===== src/sv/hsc_pkg.sv =====
`default_nettype none
// ----------------------------------------------------------------------------
// hsc_pkg
// Shared types, constants and the motion pattern table of the hall step
// counter and speed meter.
// ----------------------------------------------------------------------------
package hsc_pkg;

	// Fixed scaling constants of the feedback path.
	localparam int unsigned TicksPerSecond = 32768;
	localparam int unsigned StepsPerRev    = 1380;
	localparam int unsigned RpmScale       = 60000;
	localparam int unsigned AngleScale     = 360;
	localparam int unsigned MsecScale      = 1000;

	// The tick rate is a power of two, so the millisecond rounding is a shift.
	localparam int unsigned TicksShift = $clog2(TicksPerSecond);

	// Angle is steps * 360 / 1380, which reduces to steps * 6 / 23. The divide
	// by 23 is a multiply by ceil(2^37 / 23), split at bit 17, and a shift by 37.
	localparam int unsigned AngleMul     = 6;
	localparam int unsigned AngleRecipHi = 45590;
	localparam int unsigned AngleRecipLo = 34193;

	localparam int unsigned Motors   = 4;
	localparam int unsigned MotorW   = 2;
	localparam int unsigned QueueDepth = 2;

	// Shared divider: 48-bit dividend, 32-bit divisor, one quotient bit a cycle.
	localparam int unsigned DivW     = 48;
	localparam int unsigned DvsW     = 32;
	localparam int unsigned DivCntW  = $clog2(DivW + 1);

	localparam logic [15:0] SamplePeriodReset = 16'd655;

	// Command codes of the request channel.
	localparam logic [1:0] CmdTick   = 2'd0;
	localparam logic [1:0] CmdMotion = 2'd1;

	localparam logic [3:0] MotionLast = 4'd10;

	typedef enum logic [1:0] {
		KIND_TICK,
		KIND_MOTION,
		KIND_READ
	} hsc_kind_t;

	// One classified request as it travels from the front end to the back end.
	typedef struct packed {
		hsc_kind_t  kind;
		logic [3:0] hall_first;
		logic [3:0] hall_second;
		logic [7:0] pins;
		logic       pins_set;
		logic [1:0] sel;
	} hsc_req_t;

	// Back end status, watched at the top level.
	typedef struct packed {
		logic busy;
		logic div_start;
		logic div_busy;
	} hsc_stat_t;

	typedef enum logic [3:0] {
		ST_IDLE,
		ST_EXEC,
		ST_MS_MUL,
		ST_MS_ADD,
		ST_MS_SHIFT,
		ST_RPM_MUL,
		ST_RPM_DIV,
		ST_RPM_WAIT,
		ST_ANG_MUL,
		ST_ANG_LO,
		ST_ANG_HI,
		ST_ANG_SIGN,
		ST_DONE
	} hsc_state_t;

	// Drive pin pattern of each mecanum motion code.
	function automatic logic [7:0] motion_pins(input logic [3:0] code);
		logic [7:0] pins;
		case (code)
			4'd0:    pins = 8'h00;
			4'd1:    pins = 8'hAA;
			4'd2:    pins = 8'h55;
			4'd3:    pins = 8'h69;
			4'd4:    pins = 8'h96;
			4'd5:    pins = 8'h28;
			4'd6:    pins = 8'h41;
			4'd7:    pins = 8'h14;
			4'd8:    pins = 8'h82;
			4'd9:    pins = 8'h66;
			4'd10:   pins = 8'h99;
			default: pins = 8'h00;
		endcase
		return pins;
	endfunction

endpackage
`default_nettype wire


===== src/sv/hsc_front.sv =====
`default_nettype none
// ----------------------------------------------------------------------------
// hsc_front
// Accepts requests, classifies them and holds them in a two-entry queue
// for the back end.
// ----------------------------------------------------------------------------
module hsc_front
	import hsc_pkg::*;
(
	input  wire logic       clk,
	input  wire logic       arst_n,
	input  wire logic       in_valid,
	output logic            in_stall,
	input  wire logic [1:0] command,
	input  wire logic [3:0] hall_first,
	input  wire logic [3:0] hall_second,
	input  wire logic [3:0] motion,
	input  wire logic [1:0] motor_select,
	output logic            req_valid,
	output hsc_req_t        req,
	input  wire logic       req_pop
);

	localparam int unsigned PtrW = $clog2(QueueDepth);
	localparam int unsigned CntW = $clog2(QueueDepth + 1);

	hsc_req_t          mem_q [QueueDepth];
	logic [PtrW-1:0]   wr_ptr_q;
	logic [PtrW-1:0]   rd_ptr_q;
	logic [CntW-1:0]   count_q;
	hsc_req_t          cls;
	logic              push;

	// Classify the incoming request.
	always_comb begin
		cls.hall_first  = hall_first;
		cls.hall_second = hall_second;
		cls.sel         = motor_select;
		cls.pins        = motion_pins(motion);
		cls.pins_set    = motion inside {[4'd0:MotionLast]};
		case (command)
			CmdTick:   cls.kind = KIND_TICK;
			CmdMotion: cls.kind = KIND_MOTION;
			default:   cls.kind = KIND_READ;
		endcase
	end

	assign in_stall  = (count_q == CntW'(QueueDepth));
	assign push      = in_valid && !in_stall;
	assign req_valid = (count_q != '0);
	assign req       = mem_q[rd_ptr_q];

	// Queue pointers and fill count.
	always_ff @(posedge clk or negedge arst_n) begin
		if (!arst_n) begin
			wr_ptr_q <= '0;
			rd_ptr_q <= '0;
			count_q  <= '0;
		end else begin
			if (push) begin
				wr_ptr_q <= wr_ptr_q + 1'b1;
			end
			if (req_pop) begin
				rd_ptr_q <= rd_ptr_q + 1'b1;
			end
			if (push && !req_pop) begin
				count_q <= count_q + 1'b1;
			end else if (!push && req_pop) begin
				count_q <= count_q - 1'b1;
			end
		end
	end

	// Queue storage.
	always_ff @(posedge clk) begin
		if (push) begin
			mem_q[wr_ptr_q] <= cls;
		end
	end

endmodule
`default_nettype wire


===== src/sv/hsc_div.sv =====
`default_nettype none
// ----------------------------------------------------------------------------
// hsc_div
// Unsigned restoring divider, one quotient bit per cycle.
// ----------------------------------------------------------------------------
module hsc_div
	import hsc_pkg::*;
(
	input  wire logic            clk,
	input  wire logic            arst_n,
	input  wire logic            start,
	input  wire logic [DivW-1:0] dividend,
	input  wire logic [DvsW-1:0] divisor,
	output logic                 busy,
	output logic                 done,
	output logic [DivW-1:0]      quotient
);

	logic [DivCntW-1:0] cnt_q;
	logic               busy_q;
	logic               done_q;
	logic [DvsW-1:0]    rem_q;
	logic [DivW-1:0]    quo_q;
	logic [DvsW-1:0]    dvs_q;
	logic [DvsW:0]      rem_sh;
	logic [DvsW:0]      rem_sub;
	logic               take;

	// One trial subtraction a cycle.
	always_comb begin
		rem_sh  = {rem_q, quo_q[DivW-1]};
		rem_sub = rem_sh - {1'b0, dvs_q};
		take    = (rem_sh >= {1'b0, dvs_q});
	end

	// Iteration control.
	always_ff @(posedge clk or negedge arst_n) begin
		if (!arst_n) begin
			cnt_q  <= '0;
			busy_q <= 1'b0;
			done_q <= 1'b0;
		end else if (start) begin
			cnt_q  <= DivCntW'(DivW);
			busy_q <= 1'b1;
			done_q <= 1'b0;
		end else if (busy_q) begin
			cnt_q <= cnt_q - 1'b1;
			if (cnt_q == DivCntW'(1)) begin
				busy_q <= 1'b0;
				done_q <= 1'b1;
			end
		end else begin
			done_q <= 1'b0;
		end
	end

	// Remainder and quotient shift registers.
	always_ff @(posedge clk) begin
		if (start) begin
			rem_q <= '0;
			quo_q <= dividend;
			dvs_q <= divisor;
		end else if (busy_q) begin
			rem_q <= take ? rem_sub[DvsW-1:0] : rem_sh[DvsW-1:0];
			quo_q <= {quo_q[DivW-2:0], take};
		end
	end

	assign busy     = busy_q;
	assign done     = done_q;
	assign quotient = quo_q;

endmodule
`default_nettype wire


===== src/sv/hsc_back.sv =====
`default_nettype none
// ----------------------------------------------------------------------------
// hsc_back
// Executes one request at a time: step counting, speed snapshots through the
// shared divider, angle of the selected motor and the result register.
// ----------------------------------------------------------------------------
module hsc_back
	import hsc_pkg::*;
(
	input  wire logic        clk,
	input  wire logic        arst_n,
	input  wire logic [15:0] sample_period,
	input  wire logic        req_valid,
	input  hsc_req_t         req,
	output logic             req_pop,
	output logic             out_valid,
	input  wire logic        out_stall,
	output logic [7:0]       drive_pins,
	output logic signed [31:0] step_total,
	output logic signed [30:0] angle_degrees,
	output logic signed [31:0] speed_rpm,
	output hsc_stat_t        stat
);

	hsc_state_t        state_q;
	hsc_state_t        state_d;
	hsc_req_t          item_q;
	logic [31:0]       counts_q [Motors];
	logic [31:0]       snap_q   [Motors];
	logic [31:0]       speed_q  [Motors];
	logic [Motors-1:0] last_q;
	logic [15:0]       tick_q;
	logic [7:0]        drive_q;
	logic [MotorW-1:0] mi_q;
	logic              out_valid_q;

	logic [16:0]       elapsed_q;
	logic [DivW-1:0]   prod_q;
	logic [31:0]       ms_q;
	logic              neg_q;
	logic [30:0]       angle_q;
	logic [33:0]       ang_part_q;

	logic [7:0]        out_drive_q;
	logic [31:0]       out_steps_q;
	logic [30:0]       out_angle_q;
	logic [31:0]       out_speed_q;

	logic              div_start;
	logic [DivW-1:0]   div_dividend;
	logic [DvsW-1:0]   div_divisor;
	logic              div_busy;
	logic              div_done;
	logic [DivW-1:0]   div_quo;

	logic              load_out;
	logic [15:0]       elapsed16;
	logic              snap;
	logic [MotorW-1:0] cur_idx;
	logic [31:0]       cur_count;
	logic [31:0]       delta;
	logic              last_motor;
	logic [31:0]       rpm_sat;
	logic [31:0]       steps_mag;
	logic [31:0]       delta_mag;
	logic [50:0]       ang_lo_prod;
	logic [50:0]       ang_sum;

	hsc_div u_div (
		.clk      (clk),
		.arst_n   (arst_n),
		.start    (div_start),
		.dividend (div_dividend),
		.divisor  (div_divisor),
		.busy     (div_busy),
		.done     (div_done),
		.quotient (div_quo)
	);

	// Snapshot decision, operand selection and saturation.
	always_comb begin
		elapsed16  = tick_q + 16'd1;
		snap       = (elapsed16 >= sample_period) || (elapsed16 == 16'd0);
		cur_idx    = (state_q == ST_RPM_MUL) ? mi_q : item_q.sel;
		cur_count  = counts_q[cur_idx];
		delta      = cur_count - snap_q[mi_q];
		delta_mag  = delta[31] ? (32'd0 - delta) : delta;
		steps_mag  = cur_count[31] ? (32'd0 - cur_count) : cur_count;
		last_motor = (mi_q == MotorW'(Motors - 1));
		if (neg_q) begin
			rpm_sat = (div_quo > DivW'(32'h8000_0000)) ? 32'h8000_0000
				: (32'd0 - div_quo[31:0]);
		end else begin
			rpm_sat = (div_quo > DivW'(32'h7FFF_FFFF)) ? 32'h7FFF_FFFF
				: div_quo[31:0];
		end
		// Partial products of the reciprocal multiply for the angle.
		ang_lo_prod = 51'(prod_q[33:0]) * 51'(AngleRecipLo);
		ang_sum     = 51'(prod_q[33:0]) * 51'(AngleRecipHi) + 51'(ang_part_q);
	end

	// Sequencer next state and control.
	always_comb begin
		state_d      = state_q;
		req_pop      = 1'b0;
		div_start    = 1'b0;
		div_dividend = prod_q;
		div_divisor  = ms_q;
		load_out     = 1'b0;
		case (state_q)
			ST_IDLE: begin
				if (req_valid) begin
					req_pop = 1'b1;
					state_d = ST_EXEC;
				end
			end
			ST_EXEC: begin
				if (item_q.kind == KIND_TICK && snap) begin
					state_d = ST_MS_MUL;
				end else begin
					state_d = ST_ANG_MUL;
				end
			end
			ST_MS_MUL:   state_d = ST_MS_ADD;
			ST_MS_ADD:   state_d = ST_MS_SHIFT;
			ST_MS_SHIFT: state_d = ST_RPM_MUL;
			ST_RPM_MUL: begin
				if (ms_q != 32'd0) begin
					state_d = ST_RPM_DIV;
				end else if (last_motor) begin
					state_d = ST_ANG_MUL;
				end
			end
			ST_RPM_DIV: begin
				div_start = 1'b1;
				state_d   = ST_RPM_WAIT;
			end
			ST_RPM_WAIT: begin
				if (div_done) begin
					state_d = last_motor ? ST_ANG_MUL : ST_RPM_MUL;
				end
			end
			ST_ANG_MUL:  state_d = ST_ANG_LO;
			ST_ANG_LO:   state_d = ST_ANG_HI;
			ST_ANG_HI:   state_d = ST_ANG_SIGN;
			ST_ANG_SIGN: state_d = ST_DONE;
			ST_DONE: begin
				if (!out_valid_q || !out_stall) begin
					load_out = 1'b1;
					state_d  = ST_IDLE;
				end
			end
			default: state_d = ST_IDLE;
		endcase
	end

	always_ff @(posedge clk or negedge arst_n) begin
		if (!arst_n) begin
			state_q <= ST_IDLE;
		end else begin
			state_q <= state_d;
		end
	end

	// Architectural state: step counts, snapshots, speeds, tick count, drive.
	always_ff @(posedge clk or negedge arst_n) begin
		if (!arst_n) begin
			for (int i = 0; i < Motors; i++) begin
				counts_q[i] <= '0;
				snap_q[i]   <= '0;
				speed_q[i]  <= '0;
			end
			last_q      <= '0;
			tick_q      <= '0;
			drive_q     <= '0;
			mi_q        <= '0;
			out_valid_q <= 1'b0;
		end else begin
			case (state_q)
				ST_EXEC: begin
					if (item_q.kind == KIND_TICK) begin
						// Each motor lane counts an edge of its second hall bit.
						for (int i = 0; i < Motors; i++) begin
							if (item_q.hall_second[i] != last_q[i]) begin
								last_q[i] <= item_q.hall_second[i];
								if (item_q.hall_first[i] == item_q.hall_second[i]) begin
									counts_q[i] <= counts_q[i] + 32'd1;
								end else begin
									counts_q[i] <= counts_q[i] - 32'd1;
								end
							end
						end
						tick_q <= snap ? 16'd0 : elapsed16;
					end else if (item_q.kind == KIND_MOTION && item_q.pins_set) begin
						drive_q <= item_q.pins;
					end
				end
				ST_MS_SHIFT: begin
					mi_q <= '0;
				end
				ST_RPM_MUL: begin
					snap_q[mi_q] <= cur_count;
					if (ms_q == 32'd0) begin
						speed_q[mi_q] <= 32'd0;
						mi_q          <= mi_q + 1'b1;
					end
				end
				ST_RPM_WAIT: begin
					if (div_done) begin
						speed_q[mi_q] <= rpm_sat;
						mi_q          <= mi_q + 1'b1;
					end
				end
				default: begin
				end
			endcase

			// Result register: a new result loads, a taken one clears.
			if (load_out) begin
				out_valid_q <= 1'b1;
			end else if (!out_stall) begin
				out_valid_q <= 1'b0;
			end
		end
	end

	// Working registers and the result payload.
	always_ff @(posedge clk) begin
		if (req_pop) begin
			item_q <= req;
		end
		case (state_q)
			ST_EXEC: begin
				elapsed_q <= (elapsed16 == 16'd0) ? 17'h1_0000 : {1'b0, elapsed16};
			end
			ST_MS_MUL: begin
				prod_q <= DivW'(elapsed_q) * DivW'(StepsPerRev);
			end
			ST_MS_ADD: begin
				prod_q <= prod_q * DivW'(MsecScale) + DivW'(TicksPerSecond / 2);
			end
			ST_MS_SHIFT: begin
				// Rounded milliseconds times steps per revolution: the tick rate divides as a shift.
				ms_q <= 32'(prod_q >> TicksShift);
			end
			ST_RPM_MUL: begin
				neg_q  <= delta[31];
				prod_q <= DivW'(delta_mag) * DivW'(RpmScale);
			end
			ST_ANG_MUL: begin
				neg_q  <= cur_count[31];
				prod_q <= DivW'(steps_mag) * DivW'(AngleMul);
			end
			ST_ANG_LO: begin
				ang_part_q <= ang_lo_prod[50:17];
			end
			ST_ANG_HI: begin
				// Quotient by 23 is the full product shifted right by 37.
				angle_q <= ang_sum[50:20];
			end
			ST_ANG_SIGN: begin
				if (neg_q) begin
					angle_q <= 31'd0 - angle_q;
				end
			end
			default: begin
			end
		endcase
		if (load_out) begin
			out_drive_q <= drive_q;
			out_steps_q <= cur_count;
			out_angle_q <= angle_q;
			out_speed_q <= speed_q[item_q.sel];
		end
	end

	assign out_valid     = out_valid_q;
	assign drive_pins    = out_drive_q;
	assign step_total    = out_steps_q;
	assign angle_degrees = out_angle_q;
	assign speed_rpm     = out_speed_q;

	assign stat.busy      = (state_q != ST_IDLE);
	assign stat.div_start = div_start;
	assign stat.div_busy  = div_busy;

endmodule
`default_nettype wire


===== src/sv/hall_step_counter_speed_meter.sv =====
`default_nettype none
// ----------------------------------------------------------------------------
// hall_step_counter_speed_meter
// Four-motor hall step counter with periodic rpm snapshots, angle readout
// and mecanum drive pin patterns.
// ----------------------------------------------------------------------------
//  channel  | handshake                 | payload
//  ---------+---------------------------+-----------------------------------
//  request  | in_valid / in_stall       | command, hall_first, hall_second,
//           |                           | motion, motor_select
//  result   | out_valid / out_stall     | drive_pins, step_total,
//           |                           | angle_degrees, speed_rpm
//  config   | cfg_write_en              | cfg_write_data (sample_period)
//
// A request runs from the queue through the reciprocal multiply for the angle
// (multiply, low and high partial products, sign) to its result; a tick that
// takes a speed snapshot adds one divider pass per motor. Reset clears all
// counts, speeds and drive_q, but not the result outputs; sample_period
// returns to 655. A two-entry queue takes requests while the back end works,
// and the result register holds a finished result while out_stall is high.
module hall_step_counter_speed_meter
	import hsc_pkg::*;
(
	input  wire logic        clk,
	input  wire logic        arst_n,
	input  wire logic        cfg_write_en,
	input  wire logic [15:0] cfg_write_data,
	input  wire logic        in_valid,
	output logic             in_stall,
	input  wire logic [1:0]  command,
	input  wire logic [3:0]  hall_first,
	input  wire logic [3:0]  hall_second,
	input  wire logic [3:0]  motion,
	input  wire logic [1:0]  motor_select,
	output logic             out_valid,
	input  wire logic        out_stall,
	output logic [7:0]       drive_pins,
	output logic signed [31:0] step_total,
	output logic signed [30:0] angle_degrees,
	output logic signed [31:0] speed_rpm
);

	logic [15:0] sample_period_q;
	logic        req_valid;
	logic        req_pop;
	hsc_req_t    req;
	hsc_stat_t   stat;

	// Sample period register.
	always_ff @(posedge clk or negedge arst_n) begin
		if (!arst_n) begin
			sample_period_q <= SamplePeriodReset;
		end else if (cfg_write_en) begin
			sample_period_q <= cfg_write_data;
		end
	end

	hsc_front u_front (
		.clk          (clk),
		.arst_n       (arst_n),
		.in_valid     (in_valid),
		.in_stall     (in_stall),
		.command      (command),
		.hall_first   (hall_first),
		.hall_second  (hall_second),
		.motion       (motion),
		.motor_select (motor_select),
		.req_valid    (req_valid),
		.req          (req),
		.req_pop      (req_pop)
	);

	hsc_back u_back (
		.clk           (clk),
		.arst_n        (arst_n),
		.sample_period (sample_period_q),
		.req_valid     (req_valid),
		.req           (req),
		.req_pop       (req_pop),
		.out_valid     (out_valid),
		.out_stall     (out_stall),
		.drive_pins    (drive_pins),
		.step_total    (step_total),
		.angle_degrees (angle_degrees),
		.speed_rpm     (speed_rpm),
		.stat          (stat)
	);

	// The back end only takes a request that the queue holds.
	a_pop_nonempty: assert property (@(posedge clk) disable iff (!arst_n)
		req_pop |-> req_valid)
		else $error("request taken from an empty queue");

	// The shared divider is never restarted while it iterates.
	a_div_idle: assert property (@(posedge clk) disable iff (!arst_n)
		stat.div_start |-> !stat.div_busy)
		else $error("divider started while busy");

	// A result appears only at the end of a request's execution.
	a_result_from_exec: assert property (@(posedge clk) disable iff (!arst_n)
		$rose(out_valid) |-> $past(stat.busy))
		else $error("result without an executing request");

endmodule
`default_nettype wire

===== config.mk =====
export PLATFORM = sky130hd
export DESIGN_NAME = hall_step_counter_speed_meter
export DESIGN_NICKNAME = d
export VERILOG_FILES = /design/src/sv/hsc_pkg.sv /design/src/sv/hsc_front.sv /design/src/sv/hsc_div.sv /design/src/sv/hsc_back.sv /design/src/sv/hall_step_counter_speed_meter.sv
export SDC_FILE = /design/constraint.sdc
export NUM_CORES = 2
export LEC_CHECK = 0
export BUFFER_PORTS_ARGS = -buffer_cell sky130_fd_sc_hd__buf_2
export CORE_MARGIN = 3
export CORE_UTILIZATION = 45
export CTS_BUF_LIST = sky130_fd_sc_hd__clkbuf_8 sky130_fd_sc_hd__clkbuf_16
export DETAILED_ROUTE_END_ITERATION = 10
export PLACE_DENSITY_LB_ADDON = 0.08
export REMOVE_ABC_BUFFERS = 1
export SYNTH_ARGS = -nofsm -noshare
export SYNTH_HDL_FRONTEND = slang
export SYNTH_SLANG_ARGS = --single-unit

===== constraint.sdc =====
create_clock -name clk -period 14.66 [get_ports clk]
set_input_delay 3.665 -clock clk [delete_from_list [all_inputs] [get_ports clk]]
set_output_delay 3.665 -clock clk [all_outputs]
set_load 0.005 [all_outputs]

==> summary.md <==
| Metric | Value |
|---|---|
| First-pass GRT wire length | `332100 µm` |
| Die height | `422.8 µm` |
| GPL Wtd Cong | `0.9002` |
| CTS Hold Bufs | `0` |
| Tot Pwr | `5417 µW` |
| DRT Pass-1 Iters | `7` |
| Initial cell density of the core | `45.42%` |
| Post-synthesis register bit count | `884` |
| Slew headroom | `27.18%` |
| FMAX | `74.75 MHz` |
| Worst-Margin Slew | `1.092 ns` |
| Final Hold Vio Count | `0` |
| Distinct cells, synth | `115` |
| Worst hold path type | `flip-flop to flip-flop` |
| Seq/Total Area, Yosys | `30.69%` |
| RSZ-0062 raised after global routing | `false` |
| TritonCTS clock tree | `yes` |
| Mapped Area | `78180 µm²` |
| Worst hold slack | `0.4490 ns` |
| Peak VDD IR | `97.80 µV` |
| Critical path depth | `43` |
| Cells after Synth | `7656` |
| Area occupied by multi-input gates | `50580 µm²` |
| Die Area | `178800 µm²` |
| Worst R2R Start | `u_back.state_q[1]` |
| Status | `finished, final reports clean` |
| Clock slew at reported path FFs | `0.06 ns` |
| Post-CTS resize count | `0` |
| Final net count | `9357` |
| Mean number of vias per cell | `5.458` |
| Final core occ | `49.71%` |
| # rows | `152` |
| Max-cap violations | `0` |
| Leak | `0.03969 µW` |
| Routed wire per std cell | `20.50 µm` |
| IO Count | `142` |
| Slowest CP cell | `mux2_2` |
| Total track usage | `23.52%` |
| Drt drc | `0` |
| Worst stage delay on the critical path | `1.12 ns` |
| Pin count of the biggest net entering global routing | `144` |
| Synth top area share | `15.56%` |
| Post-CTS setup repair buffer count | `0` |
| Critical path buffer and inverter count | `3` |
| Total number of vias | `55700` |
| YS warnings | `0` |
| R2r setup slk | `1.28 ns` |
| Vias in the first global route | `57380` |
| Post-DP HPWL | `162500 µm` |
| Initial drt markers | `2769` |
| EDFF count, synth | `405` |
| Fillers | `15790` |
| FFs w/ async S/R, synth | `50.57%` |
| Fin crit share | `91.25%` |
| CTS buffer count | `105` |
| Yosys top cell by area | `edfxtp_1` |
| Die X | `422.8 µm` |
| Antenna cells | `0` |
| Startpoint Class | `flip-flop` |
| Min-Delay Endpoint | `u_back.drive_pins[0]` |
| H-tree levels | `3` |
| WL final | `209200 µm` |
| Initial antenna violation count | `2` |
| Worst reg2reg path depth | `43` |
| Setup TNS | `0 ns` |
| Max Clock Skew | `0.03941 ns` |
| Pwr dens | `63.32 nW/µm²` |
| Crit end category | `flip-flop` |
| Setup violations, final | `0` |
| CP required | `15.13 ns` |
| Root buffer cell | `clkbuf_16` |
| Clock tree buffer depth | `3` |
| Maximum net fanout on the critical path | `52` |
| Layout cells sized above 1 | `9.462%` |
| Core Area | `172100 µm²` |
| Min-delay src | `u_back.drive_q[0]` |
| Min cycle time layout | `13.38 ns` |
| WS Path Type | `flip-flop to flip-flop` |
| Max Transition Viols Final | `0` |
| Area growth syn-to-layout | `9.436%` |
| Num Clock Sinks | `884` |
| Antenna viol nets, final | `0` |
| Avg Cell Area, Syn | `10.21 µm²` |
| Clock latency on the worst-skew pair | `0.77 ns` |
| Reg2reg end | `u_back.div_dividend[47]` |
| Remaining global-route overflow | `0` |
| Reg area | `24000 µm²` |
| IO Port Bufs | `141` |
| Top cells by area, synth | `edfxtp_1 (16%), ha_1 (15%), fa_1 (15%), dfrtp_1 (14%), nand2_1 (3.8%)` |
| Family with the most delay on the worst path | `compound AO/OA/AOI/OAI gates` |
| Crit path arrival time | `13.85 ns` |
| Top cell by count, worst path | `a21oi_1` |
| Top_reg_cell synth | `dfrtp_1` |
| Hold depth | `0` |
registers in the layout, indices dropped and copies added (netlist names), 32 cells and up:
| name | count |
|---|---|
| u_back.counts_q | 128 |
| u_back.snap_q | 128 |
| u_back.speed_q | 128 |
| u_back.u_div.quotient | 48 |
| u_back.div_dividend | 47 |
| u_front.mem_q | 42 |
| u_back.div_divisor | 32 |
| u_back.speed_rpm | 32 |
| u_back.step_total | 32 |
| u_back.u_div.dvs_q | 32 |
| u_back.u_div.rem_q | 32 |
logic make-up (layout without fill, tap and decap cells):
group	count (synthesis)	in the layout	synth area share, %
simple gates	1807	1807	10.75
flops	884	884	30.69
mux	235	235	4.291
xor+xnor	567	567	6.453
buf+inv	982	1221	4.825
compound gates	1663	1663	13.12
fa+ha+maj	1518	1518	29.87
final cells by class:
cell class                 count  area share, %
clock buffer                 126          3.448
sequential                   884          28.05
timing repair buffer         255          1.866
inverter                     768          3.378
clock inverter                72         0.7605
tap                         2310          3.378
multi-input combinational   5790          59.12
report_power, final:
part / leakage [µW] / total [µW] / switching [µW] / internal [µW]
Combinational: 0.0278 / 93.6 / 64.7 / 28.9
Sequential: 0.0100 / 2630 / 11.0 / 2620
Clock: 0.00185 / 2690 / 1140 / 1550
worst max path at each step:
stage                      startpoint                       to
global route        u_back.state_q[1]  u_back.div_dividend[46]
finish              u_back.state_q[1]  u_back.div_dividend[47]
detailed placement  u_back.state_q[1]  u_back.div_dividend[47]
floorplan           u_back.state_q[1]  u_back.div_dividend[46]
CTS                 u_back.state_q[1]  u_back.div_dividend[47]
global placement    u_back.state_q[1]  u_back.div_dividend[47]
stage by stage:
step / std cells / cell area [µm²] / worst slack [ns]
floorplan: 7442 / 77300 / 1.726
finish: 10210 / 85550 / 1.283
CTS: 10210 / 85550 / 1.247
detailed placement: 10010 / 81950 / 1.335
global placement: 10010 / 81950 / 1.531
global route: 10210 / 85550 / 0.5367
Yosys cell counts, types with 29 or more instances:
cell type	count
ha_1	935
nand2_1	795
inv_1	763
fa_1	581
o21ai_0	561
dfrtp_1	441
edfxtp_1	405
a21oi_1	402
nor2_1	336
xnor2_1	312
xor2_1	246
clkbuf_1	180
a21o_1	169
mux2_2	142
nor3_1	116
nand3_1	100
nand2b_1	85
nor2b_1	75
and3_1	69
mux4_2	63
a31oi_1	59
o21bai_1	59
o21a_1	48
a211oi_1	47
nand4_1	39
nor4_1	39
o22ai_1	38
o311ai_0	36
o31ai_1	36
dfxtp_1	32
or3_1	31
and2_1	29
per-layer routing:
metal	part of all wire [%]	track usage (%)	wire, µm
met3	2.9	2.624	6132
met1	44	30.41	92190
met2	50	41.67	104700
met5	0	0	0
met4	2.9	6.475	6158
layout by cell type, fill, tap and decap left out, drive strengths merged, types with 121 or more instances in the layout:
cell type / count
ha: 935
inv: 796
nand2: 795
fa: 581
o21ai: 571
dfrtp: 441
a21oi: 408
edfxtp: 405
nor2: 337
xnor2: 317
buf: 255
xor2: 250
a21o: 169
mux2: 143
clkbuf: 126
nor3: 121
No activity file was read; power rests on OpenSTA's default activity.
